`config.mk`:
```
export PLATFORM = sky130hd
export DESIGN_NAME = t4t_ram
export DESIGN_NICKNAME = d
export VERILOG_FILES = /design/src/rtl/t4t_ram.sv
export SDC_FILE = /design/constraint.sdc
export NUM_CORES = 1
export LEC_CHECK = 0
export BUFFER_PORTS_ARGS = -buffer_cell sky130_fd_sc_hd__buf_2
export CORE_AREA = 2 2 116 118
export DETAILED_ROUTE_END_ITERATION = 12
export DIE_AREA = 0 0 118 120
export MAX_ROUTING_LAYER = met4
export PLACE_DENSITY = 0.52
export RECOVER_POWER = 50
export SLEW_MARGIN = 30
export SYNTH_ARGS = -nofsm -noshare
export SYNTH_HDL_FRONTEND = slang
export SYNTH_SLANG_ARGS = --single-unit
```
`constraint.sdc`:
```
create_clock -name i_clk -period 2.5 [get_ports i_clk]
set_clock_uncertainty 0.15 [all_clocks]
set_input_delay 0.25 -clock i_clk [delete_from_list [all_inputs] [get_ports i_clk]]
set_output_delay 0.25 -clock i_clk [all_outputs]
set_load 0.05 [all_outputs]
```
`src/rtl/t4t_ram.sv`:
```
// Generic single-port synchronous RAM with registered read data.
// No dependencies.
module t4t_ram #(
    parameter int WIDTH = 8,
    parameter int DEPTH = 16
) (
    input  logic                     i_clk,
    input  logic                     i_we,
    input  logic [$clog2(DEPTH)-1:0] i_addr,
    input  logic [WIDTH-1:0]         i_wdata,
    output logic [WIDTH-1:0]         o_rdata
);
    logic [WIDTH-1:0] r_mem [DEPTH];

    always_ff @(posedge i_clk) begin
        if (i_we) begin
            r_mem[i_addr] <= i_wdata;
        end
        o_rdata <= r_mem[i_addr];
    end
endmodule

```
==> metrics.md, run 1 <==
| Metric | Value |
|---|---|
| Total routed wirelength | `9320 µm` |
| Ys Warns | `0` |
| First-pass detailed-route iteration total | `4` |
| Multiplexer share of the synthesized area | `0.142` |
| Share of layout cells above drive strength 1 | `0.301` |
| Slew of the pin with the lowest slew margin | `1.04 ns` |
| CP Class | `in2reg` |
| FMAX | `503 MHz` |
| Startpoint Class | `input pin` |
| Initial antenna violation count | `0` |
| Routed vias | `2315` |
| Arrival time at the worst endpoint | `1.95 ns` |
| Die area | `14200 µm²` |
| Fin nets | `293` |
| Area delta synth->final | `18.4%` |
| Cell taking the most area after synthesis | `edfxtp_1` |
| Finished Layout Cells | `468` |
| TritonCTS clock tree | `yes` |
| Post-Synth Simple-Gate Area | `0.0321` |
| Core Util, Final | `0.462` |
| CTS root buffer | `clkbuf_16` |
| Slew Limit Fails | `0` |
| Gr usage total | `0.150` |
| Adder-Cell Fraction of Synth Area | `0` |
| Mapped Cells | `230` |
| Period minus WS final | `1.99 ns` |
| Remaining antenna violation count | `0` |
| DRC viols | `0` |
| Die Y | `120 µm` |
| Final hold vios | `0` |
| Largest family of logic cells by synthesized area | `multiplexers` |
| Worst EP required | `2.46 ns` |
| Clock buffer depth | `2` |
| Port Buffer Count | `21` |
| Vias in the first global route | `2507` |
| Status | `completed` |
| Leakage | `0.00195 µW` |
| GP Congestion | `0.690` |
| PD cells | `836 nW/µm²` |
| R2R depth | `3` |
| Worst vdd ir | `0.437 mV` |
| Compound-cell area share of the yosys netlist | `0.0237` |
| Min-Delay Path Depth | `1` |
| Critical-path maximum fanout | `38` |
| DP Wirelength | `6240 µm` |
| H-tree depth | `4` |
| # hold bufs at CTS | `0` |
| Clock transition at path regs | `0.05 ns` |
| Final TNS setup | `0 ns` |
| Final period util | `0.796` |
| DRT iter0 DRCs | `233` |
| Die W | `118 µm` |
| R2R Setup Slk | `0.99 ns` |
| GRT overflow | `0` |
| RSZ-0062 raised after global routing | `false` |
| Crit end category | `flop` |
| Synth top area cells | `edfxtp_1, mux4_2, dfxtp_1` |
| Clock Latency Late Sink | `0.41 ns` |
| Mapped Area | `5070 µm²` |
| Postcts setup bufs | `0` |
| Count of final setup violators | `0` |
| FILL cells | `1131` |
| Min-delay worst type | `in2reg` |
| Synth Area in XOR/XNOR | `0` |
| DP Area | `5500 µm²` |
| Num CTS Buffers | `17` |
| First-pass GRT wire length | `14600 µm` |
| Largest net degree at the start of global routing | `39` |
| I/O pins | `22` |
| Number of diodes | `0` |
| FF+latch count, synth | `136` |
| Synth top area share | `0.759` |
| Vias per cell | `4.95` |
| Synth Area per Inst | `22.0 µm²` |
| FP Rows | `42` |
| WL/cell | `19.9 µm` |
| Post-synthesis sequential area ratio | `0.790` |
| Core box area | `13000 µm²` |
| Mapped Nets | `244` |
| DP Cell Count | `436` |
| Cell area after layout | `6000 µm²` |
| Post-cts resize count | `0` |
| Netlist cell types | `18` |
| Initial core utilization | `0.390` |
| CTS sink count | `136` |
| Max-cap violations | `0` |
| Slew HR | `0.306` |
-- per-stage QoR --
stage | power (µW) | worst slack [ns] | hold WS [ns]
finish | 5020 | 0.510 | 0.211
global route | 5190 | 0.417 | 0.253
CTS | 5080 | 0.861 | 0.0622
detailed placement | 2900 | 0.433 | 0.499
global placement | 2900 | 0.433 | 0.488
floorplan | 2790 | 0.607 | 0.199
-- critical path: stages --
cell and delay [ns]:
clkbuf_1 0.13, clkbuf_2 0.81, nand2_1 0.31, nor2_1 0.20
buf_4 0.20
-- routing by layer --
layer | track usage | vias up | share of wire
met4 | 0.0663 | 0 | 0.017
li1 | - | 1058 | -
met3 | 0.0442 | 12 | 0.036
met5 | - | - | 0
met2 | 0.235 | 43 | 0.51
met1 | 0.182 | 1202 | 0.44
-- Yosys cell counts (all sizes together) --
cell / n
a22oi: 16
and2: 1
buf: 8
clkbuf: 3
dfxtp: 8
edfxtp: 128
mux4: 32
nand2: 9
nand2b: 2
nand3: 1
nand3b: 2
nor2: 13
nor2b: 2
nor3: 4
or3b: 1
-- worst paths after layout --
| kind | start | end |
|---|---|---|
| worst min register to register | r_mem[15][2]$_DFFE_PP_ | o_rdata[2]$_DFF_P_ |
| worst max register to register | r_mem[3][3]$_DFFE_PP_ | o_rdata[3]$_DFF_P_ |
| worst max-delay path | i_addr[1] | r_mem[7][6]$_DFFE_PP_ |
| worst min-delay path | i_wdata[7] | r_mem[13][7]$_DFFE_PP_ |
-- power breakdown --
group	internal [µW]	total (µW)	switching, µW
clock network	1340	2170	828
logic	100	282	182
registers	2550	2560	12.3
-- cell usage in the layout, fill, tap and decap left out, types with 2 or more instances in the layout --
master / count
a22oi_1: 16
buf_2: 12
buf_4: 17
clkbuf_1: 18
clkbuf_16: 17
clkbuf_8: 3
clkinv_2: 2
clkinvlp_4: 2
dfxtp_1: 8
edfxtp_1: 128
mux4_2: 32
nand2_1: 9
nand2b_1: 2
nand3b_1: 2
nor2_1: 13
nor2b_1: 2
nor3_1: 4
-- cell type report --
type                            count  area, µm²  area share
Clock buffer                       28        497      0.0828
Timing Repair Buffer               41        250      0.0417
Sequential cell                   136       4000       0.667
Multi-Input combinational cell     83       1000       0.167
Clock inverter                      4       25.0     0.00417
Tap cell                          176        220      0.0367
-- logic make-up after synthesis --
family,after synthesis
AND/OR/NAND/NOR,35
multiplexers,32
buffers and inverters,11
flip-flops,136
AO/OA/AOI/OAI,16
-- sequential cells by signal, indices dropped and copies added (netlist names) --
register	cells
o_rdata	8
r_mem	128
Power figures use the tool's default switching activity.
==> inputs of run 2 (changes only) <==
==> constraint.sdc (replaced) <==
create_clock -name i_clk -period 2.1 [get_ports i_clk]
set_clock_uncertainty 0.15 [all_clocks]
set_input_delay 0.21 -clock i_clk [delete_from_list [all_inputs] [get_ports i_clk]]
set_output_delay 0.21 -clock i_clk [all_outputs]
set_load 0.05 [all_outputs]
==> run 2 against run 1 <==
  * Highest routed layer unchanged
  * Power grew 29%
  * Critical path depth is the same
  * Worst setup slack lost 0.0037 ns
  * Non-clock buffer count grew 4
  * Cell count grew 0.85%
  * Sequential cell count is the same
  * Sequential power grew 19%
  * Wire length grew 3.8%
  * Core utilization grew 1.2 points
==> metrics.md, run 2 (synthesis results as in run 1) <==
| Metric | Value |
|---|---|
| Status | `completed` |
| CTS root buffer | `clkbuf_16` |
| Slew HR | `0.532 (+0.225)` |
| Number of diodes | `0 (unchanged)` |
| Hold path endpoint | `r_mem[12][0]$_DFFE_PP_` |
| Clock buffer depth | `2 (unchanged)` |
| Post-cts resize count | `0 (unchanged)` |
| RR Endpoint | `o_rdata[0]$_DFF_P_` |
| Vias in the first global route | `2539 (+1.3%)` |
| R2R depth | `3 (unchanged)` |
| Worst r2r src | `r_mem[0][0]$_DFFE_PP_` |
| Share of layout cells above drive strength 1 | `0.331 (+0.0297)` |
| FILL cells | `1107 (-2.1%)` |
| PD cells | `1050 nW/µm² (+26%)` |
| Routed vias | `2353 (+1.6%)` |
| Core box area | `13000 µm² (unchanged)` |
| Most flops, register | `r_mem` |
| CP Class | `in2reg` |
| Worst vdd ir | `0.566 mV (+30%)` |
| Largest net degree at the start of global routing | `21 (-46%)` |
| Critical-path maximum fanout | `11 (-71%)` |
| Startpoint Class | `input pin` |
| Total routed wirelength | `9680 µm (+3.8%)` |
| Most common cell after layout, fill and taps aside | `edfxtp_1` |
| Slew of the pin with the lowest slew margin | `0.703 ns (-0.338 ns)` |
| DRC viols | `0 (unchanged)` |
| GRT overflow | `0 (unchanged)` |
| Min-Delay Path Depth | `1 (unchanged)` |
| Die W | `118 µm (unchanged)` |
| DP Wirelength | `6570 µm (+5.3%)` |
| FP Rows | `42 (unchanged)` |
| Initial core utilization | `0.390 (unchanged)` |
| R2R Setup Slk | `0.59 ns (-0.40 ns)` |
| FMAX | `627 MHz` |
| Clock transition at path regs | `0.06 ns (about the same)` |
| H-tree depth | `4 (unchanged)` |
| Postcts setup bufs | `0 (unchanged)` |
| Die area | `14200 µm² (unchanged)` |
| Largest regs | `r_mem x128, o_rdata x8` |
| Final TNS setup | `0 ns (unchanged)` |
| Core Util, Final | `0.474 (+0.0121)` |
| Clock Latency Late Sink | `0.41 ns (about the same)` |
| Slowest stage delay, CP | `0.51 ns (-0.30 ns)` |
| Max-cap violations | `0 (unchanged)` |
| Critical-path cell list | `clkbuf_1, buf_4, mux4_2, a22oi_1, nand2_1` |
| Num CTS Buffers | `17 (unchanged)` |
| Final hold slack | `0.208 ns (-0.00344 ns)` |
| CTS sink count | `136 (unchanged)` |
| Crit end category | `flop` |
| RSZ-0062 raised after global routing | `false` |
| Arrival time at the worst endpoint | `1.74 ns (-0.21 ns)` |
| # hold bufs at CTS | `0 (unchanged)` |
| Area delta synth->final | `21.5%` |
| WL/cell | `20.5 µm (+3.0%)` |
| Remaining antenna violation count | `0 (unchanged)` |
| Initial antenna violation count | `0 (unchanged)` |
| Period minus WS final | `1.59 ns` |
| TritonCTS clock tree | `yes` |
| Slew Limit Fails | `0 (unchanged)` |
| Slowest-stage cell, CP | `clkbuf_1` |
| First-pass GRT wire length | `15000 µm (+2.4%)` |
| Count of final setup violators | `0 (unchanged)` |
| Max FFs per register | `128 (unchanged)` |
| Port Buffer Count | `21 (unchanged)` |
| Final period util | `0.759` |
| Hold Crit Start | `i_wdata[0]` |
| Gr usage total | `0.154 (+0.00435)` |
| First-pass detailed-route iteration total | `4 (unchanged)` |
| I/O pins | `22 (unchanged)` |
| Worst EP required | `2.24 ns (-0.22 ns)` |
| Most frequent cells in the layout | `edfxtp_1, mux4_2, buf_4` |
| Leakage | `0.00202 µW (+4.0%)` |
| Vias per cell | `4.99 (+0.78%)` |
| GP Congestion | `0.727 (+5.2%)` |
| Die Y | `120 µm (unchanged)` |
| Min-delay worst type | `in2reg` |
| Final hold vios | `0 (unchanged)` |
| Fin nets | `297 (+1.4%)` |
| DRT iter0 DRCs | `228 (-2.1%)` |
[run 2: per-layer routing]
| metal | part of all wire | vias up | track usage | wire [µm] |
|---|---|---|---|---|
| met5 | 0 | - | - | 0 |
| met4 | 0.014 | 0 | 0.0633 | 131 |
| met3 | 0.045 | 10 | 0.0471 | 432 |
| met2 | 0.51 | 44 | 0.252 | 4980 |
| met1 | 0.43 | 1231 | 0.179 | 4140 |
| li1 | - | 1068 | - | - |
[run 2: metrics by stage]
stage	instance area, µm²	total power [µW]	cells	worst slack [ns]
5_1_grt	6160	6690	472	0.398
3_5_place_dp	5550	3470	440	0.252
3_3_place_gp	5550	3460	440	0.255
2_1_floorplan	5070	3320	230	0.247
6_report	6160	6470	472	0.506
4_1_cts	6170	6540	472	0.604
[run 2: worst max-delay path by stage]
stage	start	end	slack (ns)	depth (start not counted)
floorplan	i_addr[2]	r_mem[0][0]$_DFFE_PP_	0.25	2
global placement	i_addr[0]	o_rdata[3]$_DFF_P_	0.25	5
detailed placement	i_addr[0]	o_rdata[0]$_DFF_P_	0.25	5
CTS	r_mem[0][0]$_DFFE_PP_	o_rdata[0]$_DFF_P_	0.60	3
global route	i_addr[1]	o_rdata[5]$_DFF_P_	0.40	5
finish	i_addr[1]	o_rdata[5]$_DFF_P_	0.51	5
[run 2: report_power, final]
group / internal [µW] / total [µW] / leakage [µW] / switching [µW]
Combinational: 127 / 349 / 0.000504 / 222
Sequential: 3040 / 3050 / 0.00122 / 18.1
Clock: 2010 / 3060 / 0.000296 / 1060
[run 2: worst max-delay path, delay by kind of cell]
kind	cells	cell delay, ns
buffers and inverters	2	0.83
muxes	1	0.31
AOI/OAI and AO/OA	1	0.30
and+or+nand+nor	1	0.08
[run 2: area by class of cell]
cell class	count	area, µm²	share of cell area
Timing Repair Buffer	45	308	0.0500
Clock inverter	13	179	0.0291
Sequential cell	136	4000	0.650
Clock buffer	19	443	0.0719
Tap cell	176	220	0.0358
Multi-Input combinational cell	83	1000	0.163
==> inputs of run 3 (changes only) <==
--- a/config.mk
+++ b/config.mk
@@ -5,10 +5,11 @@
 export SDC_FILE = /design/constraint.sdc
 export NUM_CORES = 1
 export LEC_CHECK = 0
+export ABC_AREA = 1
 export BUFFER_PORTS_ARGS = -buffer_cell sky130_fd_sc_hd__buf_2
-export CORE_AREA = 2 2 116 118
+export CORE_AREA = 2 2 122 124
 export DETAILED_ROUTE_END_ITERATION = 12
-export DIE_AREA = 0 0 118 120
+export DIE_AREA = 0 0 124 126
 export MAX_ROUTING_LAYER = met4
 export PLACE_DENSITY = 0.52
 export RECOVER_POWER = 50
==> constraint.sdc (replaced) <==
create_clock -name i_clk -period 1.6 [get_ports i_clk]
set_clock_uncertainty 0.15 [all_clocks]
set_input_delay 0.16 -clock i_clk [delete_from_list [all_inputs] [get_ports i_clk]]
set_output_delay 0.16 -clock i_clk [all_outputs]
set_load 0.05 [all_outputs]
==> run 3 against run 2 <==
  * Sequential cell count stayed put
  * Cell count is 67% higher
  * Critical path depth is the same
  * Critical path type unchanged
  * Power up 33%
  * Global-route usage grew 3.1 points
  * Worst hold slack got worse by 0.065 ns
  * Sequential share of layout area down 4.9 points
  * Core utilization shrank 0.91 points
  * Register-to-register slack lost 0.17 ns
==> metrics.md, run 3 <==
| Metric | Value |
|---|---|
| Status | `completed` |
| GP Congestion | `0.870 (+20%)` |
| Number of synthesized flops with an enable pin | `128 (unchanged)` |
| Largest regs | `r_mem x128, o_rdata x8` |
| Core box area | `14300 µm² (+10%)` |
| Startpoint Class | `input pin` |
| Port Buffer Count | `21 (unchanged)` |
| FILL cells | `1368 (+24%)` |
| Fin nets | `604 (+100%)` |
| Die area | `15600 µm² (+10%)` |
| FF+latch count, synth | `136 (unchanged)` |
| Max FFs per register | `128 (unchanged)` |
| Most common cell in the netlist | `nand2_1` |
| Slew HR | `0.320 (-0.212)` |
| Ys async rst share | `0 (unchanged)` |
| First-pass GRT wire length | `19900 µm (+33%)` |
| Routed vias | `3645 (+55%)` |
| First-pass detailed-route iteration total | `5 (+1)` |
| Largest net degree at the start of global routing | `41 (+95%)` |
| Netlist cell types | `11 (-7)` |
| Mapped Cells | `548 (+140%)` |
| GRT overflow | `0 (unchanged)` |
| Gr usage total | `0.185 (+0.0311)` |
| # hold bufs at CTS | `0 (unchanged)` |
| Vias in the first global route | `3738 (+47%)` |
| Most frequent cells in the layout | `nand2_1, edfxtp_1, inv_1` |
| TritonCTS clock tree | `yes` |
| Ys Warns | `0 (unchanged)` |
| Slew of the pin with the lowest slew margin | `1.02 ns (+0.318 ns)` |
| Post-synthesis sequential area ratio | `0.716 (-0.0742)` |
| Cell taking the most area after synthesis | `edfxtp_1` |
| Final TNS setup | `0 ns (unchanged)` |
| Synth top area share | `0.687 (-0.0713)` |
| Clock transition at path regs | `0.05 ns (about the same)` |
| Slew Limit Fails | `0 (unchanged)` |
| DP Wirelength | `8010 µm (+22%)` |
| Most flops, register | `r_mem` |
| Arrival time at the worst endpoint | `1.28 ns (-0.46 ns)` |
| Finished Layout Cells | `787 (+67%)` |
| Worst vdd ir | `0.757 mV (+34%)` |
| Synth top area cells | `edfxtp_1, nand2_1, dfxtp_1` |
| PD cells | `1290 nW/µm² (+23%)` |
| Final period util | `0.816` |
| Most frequently used flop master after synthesis | `edfxtp_1` |
| FP Rows | `44 (+4.8%)` |
| Critical-path maximum fanout | `8 (-3)` |
| Mapped Nets | `562 (+130%)` |
| Min-delay worst type | `in2reg` |
| Mapped Area | `5590 µm² (+10%)` |
| Final hold vios | `0 (unchanged)` |
| Core Util, Final | `0.465 (-0.00906)` |
| Vias per cell | `4.63 (-7.1%)` |
| WL/cell | `16.1 µm (-22%)` |
| Final hold slack | `0.142 ns (-0.0655 ns)` |
| DP Cell Count | `755 (+72%)` |
| Max-cap violations | `0 (unchanged)` |
| Critical-path cell list | `clkbuf_1, inv_1, nand3_1, nor2_1, buf_12` |
| Area of the multi-input gates | `1400 µm² (+40%)` |
| Slowest stage delay, CP | `0.30 ns (-0.21 ns)` |
| Initial core utilization | `0.391 (about the same)` |
| Most common cell after layout, fill and taps aside | `nand2_1` |
| DRC viols | `0 (unchanged)` |
| Synth Area per Inst | `10.2 µm² (-54%)` |
| Share of layout cells above drive strength 1 | `0.119 (-0.212)` |
| Postcts setup bufs | `0 (unchanged)` |
| Die Y | `126 µm (+5.0%)` |
| CTS root buffer | `clkbuf_16` |
| Clock buffer depth | `2 (unchanged)` |
| Synth top cells by count | `nand2_1, edfxtp_1, inv_1` |
| Leakage | `0.00284 µW (+40%)` |
| Area delta synth->final | `19.1%` |
| CP Class | `in2reg` |
| Remaining antenna violation count | `0 (unchanged)` |
| DP Area | `6050 µm² (+9.1%)` |
| Number of diodes | `0 (unchanged)` |
| Post-cts resize count | `0 (unchanged)` |
| FMAX | `766 MHz` |
| Count of final setup violators | `0 (unchanged)` |
| I/O pins | `22 (unchanged)` |
| Crit end category | `flop` |
| Clock Latency Late Sink | `0.41 ns (about the same)` |
| CTS sink count | `136 (unchanged)` |
| DRT iter0 DRCs | `303 (+33%)` |
| Period minus WS final | `1.31 ns` |
| FF/Latch Area | `4000 µm² (unchanged)` |
| Num CTS Buffers | `17 (unchanged)` |
| RSZ-0062 raised after global routing | `false` |
| H-tree depth | `4 (unchanged)` |
| Worst EP required | `1.58 ns (-0.66 ns)` |
| Initial antenna violation count | `0 (unchanged)` |
| Cell area after layout | `6660 µm² (+8.2%)` |
| Slowest-stage cell, CP | `nand3_1` |
| Die W | `124 µm (+5.1%)` |
| Total routed wirelength | `12600 µm (+31%)` |
[run 3: per-layer routing]
metal,track usage,up-vias,routed length (µm)
met2,0.287,72,6200
met3,0.0616,4,586
met5,-,-,0
met1,0.230,1737,5780
met4,0.0588,0,76
li1,-,1832,-
[run 3: cell families (layout without fill, tap and decap cells)]
logic type / count (synthesis) / in the layout / synth area share
simple gates: 368 / 368 / 0.248
flops: 136 / 136 / 0.716
buf+inv: 44 / 99 / 0.0362
[run 3: path summary, 6_finish.rpt]
check	endpoint	from	slack, ns	depth (start not counted)
max	r_mem[8][4]$_DFFE_PP_	i_addr[0]	0.29	5
min	o_rdata[5]$_DFF_P_	i_addr[1]	0.14	7
max reg2reg	o_rdata[1]$_DFF_P_	r_mem[7][1]$_DFFE_PP_	0.42	8
min reg2reg	o_rdata[6]$_DFF_P_	r_mem[10][6]$_DFFE_PP_	0.56	8
[run 3: critical path: cells and delay by family]
family / cells / cell delay [ns]
buffers and inverters: 3 / 0.56
and+or+nand+nor: 2 / 0.57
[run 3: final cells by class]
type                            count  share of cell area
Sequential cell                   136               0.601
Multi-Input combinational cell    368               0.211
Tap cell                          184              0.0346
Clock buffer                       24              0.0753
Timing Repair Buffer               44              0.0475
Inverter                           23              0.0130
Clock inverter                      8              0.0177
[run 3: where the power goes]
| group | internal [µW] | switching (µW) |
|---|---|---|
| Clock | 2650 | 1340 |
| Sequential | 3990 | 20.3 |
| Combinational | 142 | 433 |
| Total | 6780 | 1790 |
[run 3: through the flow]
step	total power (µW)	setup WS (ns)
3_3_place_gp	4660	0.0626
4_1_cts	8680	0.277
2_1_floorplan	4440	-0.0872
3_5_place_dp	4670	0.0346
6_report	8570	0.294
5_1_grt	8890	0.199
